[src/hw/rtl/vcpl_divider.sv]
//------------------------------------------------------------------------------
// vcpl_divider
// unsigned restoring divider, one quotient bit per cycle
//------------------------------------------------------------------------------
`default_nettype none
module vcpl_divider (
   input  wire logic        clock,
   input  wire logic        reset,
   input  wire logic        start,
   input  wire logic [63:0] dividend,
   input  wire logic [63:0] divisor,
   output logic             done,
   output logic [63:0]      quotient
);
   logic [63:0] rem_ff, rem_in, quo_ff, quo_in, dvs_ff;
   logic [6:0]  cnt_ff, cnt_in;
   logic        busy_ff, busy_in, done_ff, done_in;
   logic [64:0] trial;

   always_comb begin
      rem_in = rem_ff; quo_in = quo_ff; cnt_in = cnt_ff;
      busy_in = busy_ff; done_in = 1'b0;
      trial = {rem_ff, quo_ff[63]} - {1'b0, dvs_ff};
      if (start) begin
         rem_in = '0; quo_in = dividend; cnt_in = 7'd64; busy_in = 1'b1;
      end else if (busy_ff) begin
         if (!trial[64]) begin
            rem_in = trial[63:0];
            quo_in = {quo_ff[62:0], 1'b1};
         end else begin
            rem_in = {rem_ff[62:0], quo_ff[63]};
            quo_in = {quo_ff[62:0], 1'b0};
         end
         cnt_in = cnt_ff - 7'd1;
         if (cnt_ff == 7'd1) begin
            busy_in = 1'b0; done_in = 1'b1;
         end
      end
   end

   always_ff @(posedge clock) begin
      rem_ff <= rem_in; quo_ff <= quo_in; cnt_ff <= cnt_in;
      if (start) dvs_ff <= divisor;
      if (reset) begin
         busy_ff <= 1'b0; done_ff <= 1'b0;
      end else begin
         busy_ff <= busy_in; done_ff <= done_in;
      end
   end

   assign done = done_ff;
   assign quotient = quo_ff;
endmodule
`default_nettype wire

[config.mk]
export PLATFORM = sky130hd
export DESIGN_NAME = vcpl_divider
export DESIGN_NICKNAME = d
export VERILOG_FILES = /design/src/hw/rtl/vcpl_divider.sv
export SDC_FILE = /design/constraint.sdc
export NUM_CORES = 1
export LEC_CHECK = 0
export ABC_AREA = 1
export BUFFER_PORTS_ARGS = -buffer_cell sky130_fd_sc_hd__buf_2
export CORE_MARGIN = 2
export CORE_UTILIZATION = 55
export DETAILED_ROUTE_END_ITERATION = 16
export PLACE_DENSITY_LB_ADDON = 0.3
export SYNTH_ARGS = -nofsm -noshare
export SYNTH_HDL_FRONTEND = slang
export SYNTH_SLANG_ARGS = --single-unit
[constraint.sdc]
create_clock -name clock -period 2.9 [get_ports clock]
set_input_delay 0 -clock clock [delete_from_list [all_inputs] [get_ports clock]]
set_output_delay 0 -clock clock [all_outputs]
set_load 0.05 [all_outputs]
=== Word-level counts from Yosys, hierarchy flattened ===
Cells that the tools add are included.

* Output and inout port bits: 65
* Register bits: 201
* Bits of input ports: 131
* Logic and storage cells: 20

* Muxes and demuxes: 8
* Bitwise operators: 1
* Reduce and logical (&&, ||, !) cells: 2
* Add/sub/neg operators: 2
* Equal/unequal tests: 1

{| class="wikitable"
|+ Operator list
! cell !! count
|-
| two-way mux 64 bit || 3
|-
| subtractor 65 x 64 -> 65 bit || 1
|-
| == test 7 x 1 -> 1 bit (second input constant) || 1
|-
| subtractor 7 x 1 -> 7 bit (second input constant) || 1
|-
| two-way mux 1 bit || 5
|-
| OR reduction 3 bit || 1
|-
| nonzero test 2 bit || 1
|-
| NOT 1 bit || 1
|}

=== Longest topological paths before layout ===
Gate-level depths: netlist of the first run.

* Depth after elaboration: 4
* Mapped depth: 21
* Depth with buffers taken out: 19

=== Least setup slack after synthesis of the first run ===
OpenSTA, ideal clock, no wires.

* Path kind: register -> register
* Start: register quo_ff[63], in the netlist quotient[63]
* End: register quo_ff[0], in the netlist quotient[0] (data pin)
* Data required time: 2.631 ns
* Library setup time: 0.269 ns
* Stages on the path, launching flop included: 20
* Path slack: 0.028 ns
* Period minus slack after synthesis: 2.872 ns
* Data arrival time: 2.602 ns
* Path buffers: 2
* Cell sequence: edfxtp_1 inv_1 ha_1 fa_1 inv_1 nand2_1 nand2_1 nand3_1 nand2_2 nand2_2 nand2_2 nand2_2 nand2_2 nand2_2 nand2_2 nand2_1 nand2_2 buf_12 buf_6 o21ai_0

* Longest elaborated chain between the ends: 4

{| class="wikitable"
|+ RTL lines
! item !! RTL line !! RTL
|-
| start, declared || 15 || <nowiki>logic [63:0] rem_ff, rem_in, quo_ff, quo_in, dvs_ff;</nowiki>
|-
| start signal, assigned || 42 || <nowiki>rem_ff <= rem_in; quo_ff <= quo_in; cnt_ff <= cnt_in;</nowiki>
|-
| subtractor 65 x 64 -> 65 bit || 23 || <nowiki>trial = {rem_ff, quo_ff[63]} - {1'b0, dvs_ff};</nowiki>
|-
| two-way mux 1 bit || 27 || <nowiki>if (!trial[64]) begin</nowiki>
|-
| two-way mux 64 bit || 26 || <nowiki>end else if (busy_ff) begin</nowiki>
|-
| two-way mux 64 bit || 24 || <nowiki>if (start) begin</nowiki>
|-
| net quo_in[0] || 15 ||
|}

The timed path passes the listed nets, and every way through them passes these cells. The select of a mux whose other input is x is not followed.
A chain may end at the register's enable or synchronous reset.

=== Worst setup path in the final report of the first run ===
* Start: register quo_ff[63], in the netlist quotient[63]
* End: register rem_ff[62]

* Longest elaborated chain between the ends: 2

{| class="wikitable"
|+ RTL lines
! item !! RTL line
|-
| subtractor 65 x 64 -> 65 bit || 23
|-
| two-way mux 64 bit || 27
|-
| end signal, assigned || 42
|-
| end, declared || 15
|}

No other way between the ends.

==> flow_summary.ini, run 1 <==
[worst_setup_path]
cp_common_cell = nand2_2
cp_max_fo = 8
slowest_delay_ns = 0.36
critPathKind = flip-flop to flip-flop
critPathArrivalTime_ns = 3.16
worstPathRequired_ns = 3.34
cp-start-kind = flip-flop
crit_path_top_delay_cell = fa_2
worst_setup_path_end_kind = flip-flop
path_cells = inv_1, ha_2, fa_2, inv_2, nand2_1, nand2_1, nand3_1, nand2_2, nand2_2, nand2_4, nand2_2, nand2_2, nand2_2, nand2_2, nand2_1, nand2_4, buf_12, buf_6, nor2_1, o21ai_0

[grt]
grt_max_degree = 67
grt_pass1_vias = 14877
antenna_found_initial = 0
grt-ovfl-total = 0
grt_usage_pct = 33.7
grt_pass1_wl_um = 75600

[detailed_routing]
vias_per_cell = 5.14
wl_per_cell_um = 16.6
final_antenna_net_count = 0
drt-pass1-iter-count = 6
vias = 15288
drc = 0
drt-initial-drc-count = 1323
totalWireLength_um = 49400

[cts]
ctsRootBufferMaster = clkbuf_16
clk_latency_ns = 0.53
htree_levels = 1
cts.sinks = 201
clk_path_buf_depth = 3
clk_transition_reported_paths_ns = 0.06
numCtsBuffers = 24
cts_tree = built

[final_layout]
nNetsFinal = 2822
stdcell_area_um2 = 18200
syn_to_final_growth_pct = 24.1
n_antenna_cell = 0
drive_gt1_share_pct = 12.9
fin_cells = 2977

[synthesis]
ys_top_cells_by_area = nand2_1 27%, edfxtp_1 26%, inv_1 13%
synth_top_cell_by_area = nand2_1
synth.distinct_cells = 36
yosys_warnings = 0
synth_top_cell_area_share_pct = 26.6
ys_async_sr_fraction_pct = 0
synth_seq_cells = 201
syn-instance-count = 2292
syn-cell-area_um2 = 14600
avgSynthCellArea_um2 = 6.38
synth_top_cells_by_count = 1037 x nand2_1, 493 x inv_1, 128 x edfxtp_1
synth_edf_count = 128
syn_nets = 2490
ys_seq_area_share_pct = 36.3
synth_ff_type = edfxtp_1
synth_most_common_cell = nand2_1

[placement]
place.gp.congestion = 0.963
hpwl_um = 33700
placedCellCount = 2795
portBuffers = 195
place_area_um2 = 15900

[power_and_ir_drop]
powerDensity_nw_per_um2 = 425
p_leak_uw = 0.0102
vdd.ir_drop.worst_uv = 538

[floorplan]
die_x_um = 167
die_y_um = 167
coreArea_um2 = 26100
ios = 196
rows = 59
initial_core_util_pct = 56.1
dieArea_um2 = 27900

[sta]
fin_skew_ns = 0.0138
setup_viol = 0
fmax_mhz = 368
min_period_ns = 2.72
report.final.slew_viol_count = 0
holdWs_ns = 0.178
rsz0062_at_grt = false
tns_ns = 0
hold_viol = 0
maxSlewHeadroom_pct = 26.9
fin_crit_sh_pct = 93.8
tightest_slew_ns = 1.10

[outcome]
run_status = finished clean

[hold_path]
hp-class = input pin to flip-flop

[flow_run]
maxCapViolCount = 0
## layout by cell type, fill, tap and decap left out, types with 9 or more instances in the layout
cell type,count
nand2_1,1037
inv_1,490
buf_2,194
dlygate4sd3_1,130
edfxtp_1,128
nand3_1,123
nor2_1,110
dfxtp_1,73
ha_1,65
a21oi_1,53
nand2_2,50
clkbuf_16,29
xnor2_1,25
o21ai_0,16
nor3_1,16
buf_4,14
nand4_1,10
nand3_2,9
## registers in the layout, indices dropped and copies added, names as in the netlist
signal	cells
cnt_ff	7
quotient	64
dvs_ff	64
busy_ff	1
rem_ff	64
done	1
## cell families (layout without fill, tap and decap cells)
kind of cell,after synthesis,in the layout,synth area share (%)
AO/OA/AOI/OAI,72,72,2.52
XOR/XNOR,32,32,1.92
adder cells (fa/ha/maj),67,67,5.78
buffers and inverters,539,889,14.7
flip-flops,201,201,36.3
AND/OR/NAND/NOR,1381,1381,38.8
## what timing repair did
action	CTS	global route
setup endpoints to repair	0	65
endpoints found under the hold margin	132	0
buffers inserted	0	3
hold buffers	130	0
resized for setup	0	6
## metrics by stage
stage                     util [%]  worst slack, ns  total power, uW
final                         69.7            0.181             7720
after global routing          69.7           0.0112             7950
after CTS                     69.0           0.0921             7670
after detailed placement      61.1            0.134             4620
after global placement        61.1            0.220             4610
after floorplan                  -           0.0285             4230
## final timing paths
check / startpoint / to / slack (ns) / cells after the start
setup / recovery: quotient[63] / rem_ff[62] / 0.18 / 20
hold / removal: divisor[34] / dvs_ff[34] / 0.18 / 2
setup reg to reg: quotient[63] / rem_ff[62] / 0.18 / 20
hold reg to reg: rem_ff[4] / rem_ff[4] / 0.47 / 2
## layout make-up
class / count / area, um^2
Tap cell: 335 / 419
Clock buffer: 29 / 651
Multi-Input combinational cell: 1552 / 7200
Sequential cell: 201 / 5310
Fill cell: 2162 / 7900
Clock inverter: 15 / 113
Inverter: 496 / 1860
Timing Repair Buffer: 349 / 2610
## power breakdown
group / internal (uW) / leakage (uW) / switching (uW)
sequential: 3260 / 0.00187 / 109
clock: 1690 / 0.000364 / 1250
combinational: 449 / 0.00800 / 964
## worst max-delay path: cells and delay by family (launching register included)
family / cells / cell delay (ns)
buf+inv: 4 / 0.47
fa+ha+maj: 2 / 0.56
flops: 1 / 0.35
compound gates: 1 / 0.18
simple gates: 13 / 1.07
## layer usage
layer  wire [um]  share of wire (%)  vias up  GRT usage [%]
met5           0                  0        -              0
met4        1870                3.8        0           10.9
met3        4200                8.5      132           4.06
met2       22800                 46      751           58.4
met1       20500                 42     6896           44.0
li1            -                  -     7509              -
Note: power is estimated with default switching activity, not from simulation.
==> inputs of run 2 (changes only) <==
--- a/config.mk
+++ b/config.mk
@@ -8,7 +8,7 @@
 export ABC_AREA = 1
 export BUFFER_PORTS_ARGS = -buffer_cell sky130_fd_sc_hd__buf_2
 export CORE_MARGIN = 2
-export CORE_UTILIZATION = 55
+export CORE_UTILIZATION = 38
 export DETAILED_ROUTE_END_ITERATION = 16
 export PLACE_DENSITY_LB_ADDON = 0.3
 export SYNTH_ARGS = -nofsm -noshare
==> run 2 against run 1 <==
Against the previous run:
- register-to-register slack worse by 0.04 ns
- critical path depth down 6
- sequential power is essentially flat
- largest cell class unchanged
- wire length decreased by 2.0%
- total power is 4.1% higher
- flip-flop and latch count unchanged
- global-route usage fell by 11 points
- via count shrank 3.4%
==> flow_summary.ini, run 2 (synthesis results as in run 1) <==
[outcome]
run_status = finished clean

[placement]
dp_slack_ns = 0.0657
place.gp.congestion = 0.980
portBuffers = 195
hpwl_um = 36000

[final_layout]
n_antenna_cell = 0
drive_gt1_share_pct = 13.3
syn_to_final_growth_pct = 26.6
mostFrequentLayoutCell = nand2_1
layout_common_cells = 1035 x nand2_1, 490 x inv_1, 194 x buf_2
nNetsFinal = 2825
num-fill-cells = 3873
postLayoutCoreUtil_pct = 49.1

[detailed_routing]
drt-pass1-iter-count = 5
wl_per_cell_um = 15.3
drt-initial-drc-count = 942
vias_per_cell = 4.68
drc = 0
vias = 14773
final_antenna_net_count = 0
totalWireLength_um = 48400

[cts]
htree_levels = 1
clk_transition_reported_paths_ns = 0.06
cts.sinks = 201
cts_tree = built
ctsRootBufferMaster = clkbuf_16
clk_latency_ns = 0.54
clk_path_buf_depth = 3
numCtsBuffers = 24

[grt]
grt_max_degree = 70
antenna_found_initial = 0
met1_usage_pct = 29.5
grtUsageMet2_pct = 38.2
grt-ovfl-total = 0
grt-busiest-layer = met2
grt_usage_pct = 23.0
grt_pass1_vias = 14237
grt_use_met3_pct = 4.18
grt_pass1_wl_um = 73600

[sta]
tightest_slew_ns = 0.873
hold_viol = 0
setup_viol = 0
min_period_ns = 2.75
maxSlewHeadroom_pct = 41.8
fin_ws_ns = 0.145
report.final.slew_viol_count = 0
fin_skew_ns = 0.0127
fmax_mhz = 363
tns_ns = 0
fin_crit_sh_pct = 95.0

[power_and_ir_drop]
p_leak_uw = 0.0103
powerDensity_nw_per_um2 = 434
vdd.ir_drop.worst_uv = 461

[worst_setup_path]
worstPathRequired_ns = 3.34
critPathKind = flip-flop to flip-flop
reg2regPathDepth = 14
worst_setup_path_end_kind = flip-flop
cp-start-kind = flip-flop
cp_max_fo = 8
critPathArrivalTime_ns = 3.19

[floorplan]
initial_core_util_pct = 38.7
dieArea_um2 = 40100
die_y_um = 200
rows = 71
coreArea_um2 = 37800
ios = 196
die_x_um = 200

[hold_path]
hp-class = input pin to flip-flop
whs_path_depth = 2

[flow_run]
maxCapViolCount = 0
==> run 2: cell type report <==
class	instances	area (um^2)	share of cell area, %
Clock buffer	30	694	3.75
Timing Repair Buffer	352	2600	14.1
Clock inverter	14	164	0.885
Multi-Input combinational cell	1552	7250	39.2
Tap cell	511	639	3.45
Sequential cell	201	5310	28.6
Inverter	496	1860	10.1
==> run 2: stage by stage <==
step,std cells,cell area (um^2),hold WS [ns],total power [uW]
floorplan,2292,14600,0.0691,4230
detailed placement,2974,16100,0.178,4640
CTS,3148,18300,0.135,8100
finish,3156,18500,0.166,8030
global placement,2974,16100,0.177,4620
global route,3156,18500,0.152,8370
==> run 2: path summary, 6_finish.rpt <==
| path | startpoint | slack, ns | endpoint |
|---|---|---|---|
| worst max-delay path | dvs_ff[34] | 0.15 | rem_ff[49] |
| worst min-delay path | divisor[50] | 0.17 | dvs_ff[50] |
| worst max register to register | dvs_ff[34] | 0.15 | rem_ff[49] |
| worst min register to register | rem_ff[46] | 0.47 | rem_ff[46] |
==> run 2: worst max-delay path: stages (launching register included) <==
cell and delay, ns:
edfxtp_1 0.32, inv_1 0.08, ha_2 0.39, nand2_1 0.13
nor2_2 0.16, nand2_1 0.15, nor4_4 0.43, nand2_4 0.11
nand2_4 0.10, nand2_1 0.08, nand2_4 0.24, buf_6 0.25
nand2_1 0.07, nand3_1 0.08, nand2_1 0.05
==> run 2: what timing repair did <==
action	4_1_cts	5_1_grt
setup buffers	0	2
resized for setup	0	22
endpoints found under the setup margin	0	65
hold buffers	130	0
hold endpoints to repair	147	0
==> run 2: where the power goes <==
part | total, uW | switching [uW] | internal [uW] | leakage (uW)
logic | 1390 | 939 | 453 | 0.00802
registers | 3350 | 94.1 | 3260 | 0.00187
clock network | 3290 | 1250 | 2040 | 0.000428
==> run 2: layer usage <==
layer  part of all wire [%]  vias to the layer above
li1                       -                     7520
met1                     44                     6633
met2                     45                      525
met3                    7.3                       95
met4                    4.1                        0
met5                      0                        -
==> inputs of run 3 (changes only) <==
--- a/config.mk
+++ b/config.mk
@@ -9,8 +9,10 @@
 export BUFFER_PORTS_ARGS = -buffer_cell sky130_fd_sc_hd__buf_2
 export CORE_MARGIN = 2
 export CORE_UTILIZATION = 38
+export CTS_BUF_LIST = sky130_fd_sc_hd__clkbuf_4
 export DETAILED_ROUTE_END_ITERATION = 16
 export PLACE_DENSITY_LB_ADDON = 0.3
+export SLEW_MARGIN = 20
 export SYNTH_ARGS = -nofsm -noshare
 export SYNTH_HDL_FRONTEND = slang
 export SYNTH_SLANG_ARGS = --single-unit
==> run 3 against run 2 <==
Against the previous run:
- global-route usage rose by 1.3 points
- combinational power up 9%
- register-to-register slack better by 0.02 ns
- clock power decreased by 16%
- die area is the same
- largest cell class unchanged
==> flow_summary.ini, run 3 (synthesis results as in run 1) <==
[sta]
fmax_mhz = 366
setup_viol = 0
min_period_ns = 2.73
tightest_slew_ns = 0.883
hold_viol = 0
maxSlewHeadroom_pct = 41.1
tns_ns = 0
fin_crit_sh_pct = 94.2
fin_ws_ns = 0.167
holdWs_ns = 0.0924
report.final.slew_viol_count = 0
fin_skew_ns = 0.0415

[worst_setup_path]
cp_max_fo = 14
cp_common_cell = nand2_1
crit_path_top_delay_cell = ha_1
cp_top_family = simple AND/OR/NAND/NOR gates
worst_setup_path_end_kind = flip-flop
worstPathBufferInverterCount = 1
critPathArrivalTime_ns = 3.38
cp-start-kind = flip-flop
worstPathRequired_ns = 3.55
critPathKind = flip-flop to flip-flop
slowest_delay_ns = 0.40
path_cells = ha_1, nand2_1, nor2_1, nand2_1, nor4_4, nand2_2, nand2_4, nand2_1, nand2_4, buf_8, nand2_1, nand3_1, nand2_1

[detailed_routing]
wl_per_cell_um = 15.2
drc = 0
vias_per_cell = 4.65
vias = 15523
drt-pass1-iter-count = 6
totalWireLength_um = 50800
final_antenna_net_count = 0
drt-initial-drc-count = 993

[floorplan]
rows = 71
die_x_um = 200
coreArea_um2 = 37800
dieArea_um2 = 40100
ios = 196
initial_core_util_pct = 38.7
die_y_um = 200

[grt]
antenna_found_initial = 1
grt_pass1_vias = 15117
grt-ovfl-total = 0
grt_usage_pct = 24.3
grt_max_degree = 70
grt_pass1_wl_um = 77600

[power_and_ir_drop]
vdd.ir_drop.worst_uv = 417
p_leak_uw = 0.0108
powerDensity_nw_per_um2 = 391

[final_layout]
fin_cells = 3339
layout_common_cells = 1036 x nand2_1, 490 x inv_1, 247 x dlygate4sd3_1
syn_to_final_growth_pct = 33.8
num-fill-cells = 3808
mostFrequentLayoutCell = nand2_1
drive_gt1_share_pct = 14.4
nNetsFinal = 2976

[placement]
place.gp.congestion = 0.980
hpwl_um = 36000
placedCellCount = 2974
portBuffers = 195
dp_slack_ns = 0.0657

[flow_run]
maxCapViolCount = 0

[cts]
ctsRootBufferMaster = clkbuf_4
clk_latency_ns = 0.78
cts.sinks = 201
numCtsBuffers = 58
clk_path_buf_depth = 3
htree_levels = 2
cts_tree = built
clk_transition_reported_paths_ns = 0.07

[outcome]
run_status = finished clean

[hold_path]
hp-class = input pin to flip-flop
## run 3: cell types whose count changed in the layout (fill, tap and decap cells not counted), moves of 4 or more
| cell | delta |
|---|---|
| dlygate4sd3_1 | +117 |
| clkinv_1 | +7 |
| clkbuf_16 | -25 |
| clkbuf_8 | -5 |
| clkbuf_4 | +90 |
| bufinv_16 | -4 |
## run 3: worst paths after layout
kind / start / endpoint / cells after the start / slack [ns]
worst max register to register: rem_ff[33] / rem_ff[49] / 13 / 0.17
worst max-delay path: rem_ff[33] / rem_ff[49] / 13 / 0.17
worst min register to register: rem_ff[5] / rem_ff[5] / 2 / 0.47
worst min-delay path: dividend[10] / quotient[10] / 4 / 0.09
## run 3: timing repair
| action | 4_1_cts | 5_1_grt |
|---|---|---|
| endpoints found under the setup margin | 0 | 65 |
| buffers inserted | 0 | 2 |
| hold buffers | 247 | 0 |
| endpoints found under the hold margin | 159 | 0 |
| resized for setup | 0 | 18 |
## run 3: stage by stage
stage               total power (uW)  utilization (%)  cell area (um^2)
detailed placement              4640             42.8             16100
CTS                             7700             51.3             19400
finish                          7650             51.8             19600
floorplan                       4230                -             14600
global route                    8060             51.8             19600
global placement                4620             42.8             16100
## run 3: worst register-to-register path, delay by kind of cell, from the launching register on
kind	cells	cell delay [ns]
adders and majority gates	1	0.41
DFF	1	0.37
buffers and inverters	1	0.25
and+or+nand+nor	11	1.58
## run 3: final cells by class
type | count | area, um^2 | area share [%]
multi-input cells | 1552 | 7230 | 36.9
flip-flops and latches | 201 | 5310 | 27.1
repair buffers | 469 | 3770 | 19.3
inverters | 496 | 1860 | 9.51
clock buffers | 90 | 676 | 3.45
well taps | 511 | 639 | 3.27
clock inverters | 19 | 85.1 | 0.435
diodes | 1 | 2.50 | 0.0128
## run 3: power breakdown
group	switching (uW)	internal, uW	total (uW)
Sequential	97.8	3260	3350
Combinational	967	555	1520
Clock	1360	1420	2770
Total	2420	5230	7650
## run 3: metal layers
layer | part of all wire [%] | vias up | track usage (%)
met1 | 43 | 6937 | 30.6
li1 | - | 7867 | -
met5 | 0 | - | 0
met4 | 3.7 | 0 | 9.83
met3 | 7.9 | 96 | 5.04
met2 | 45 | 623 | 40.7
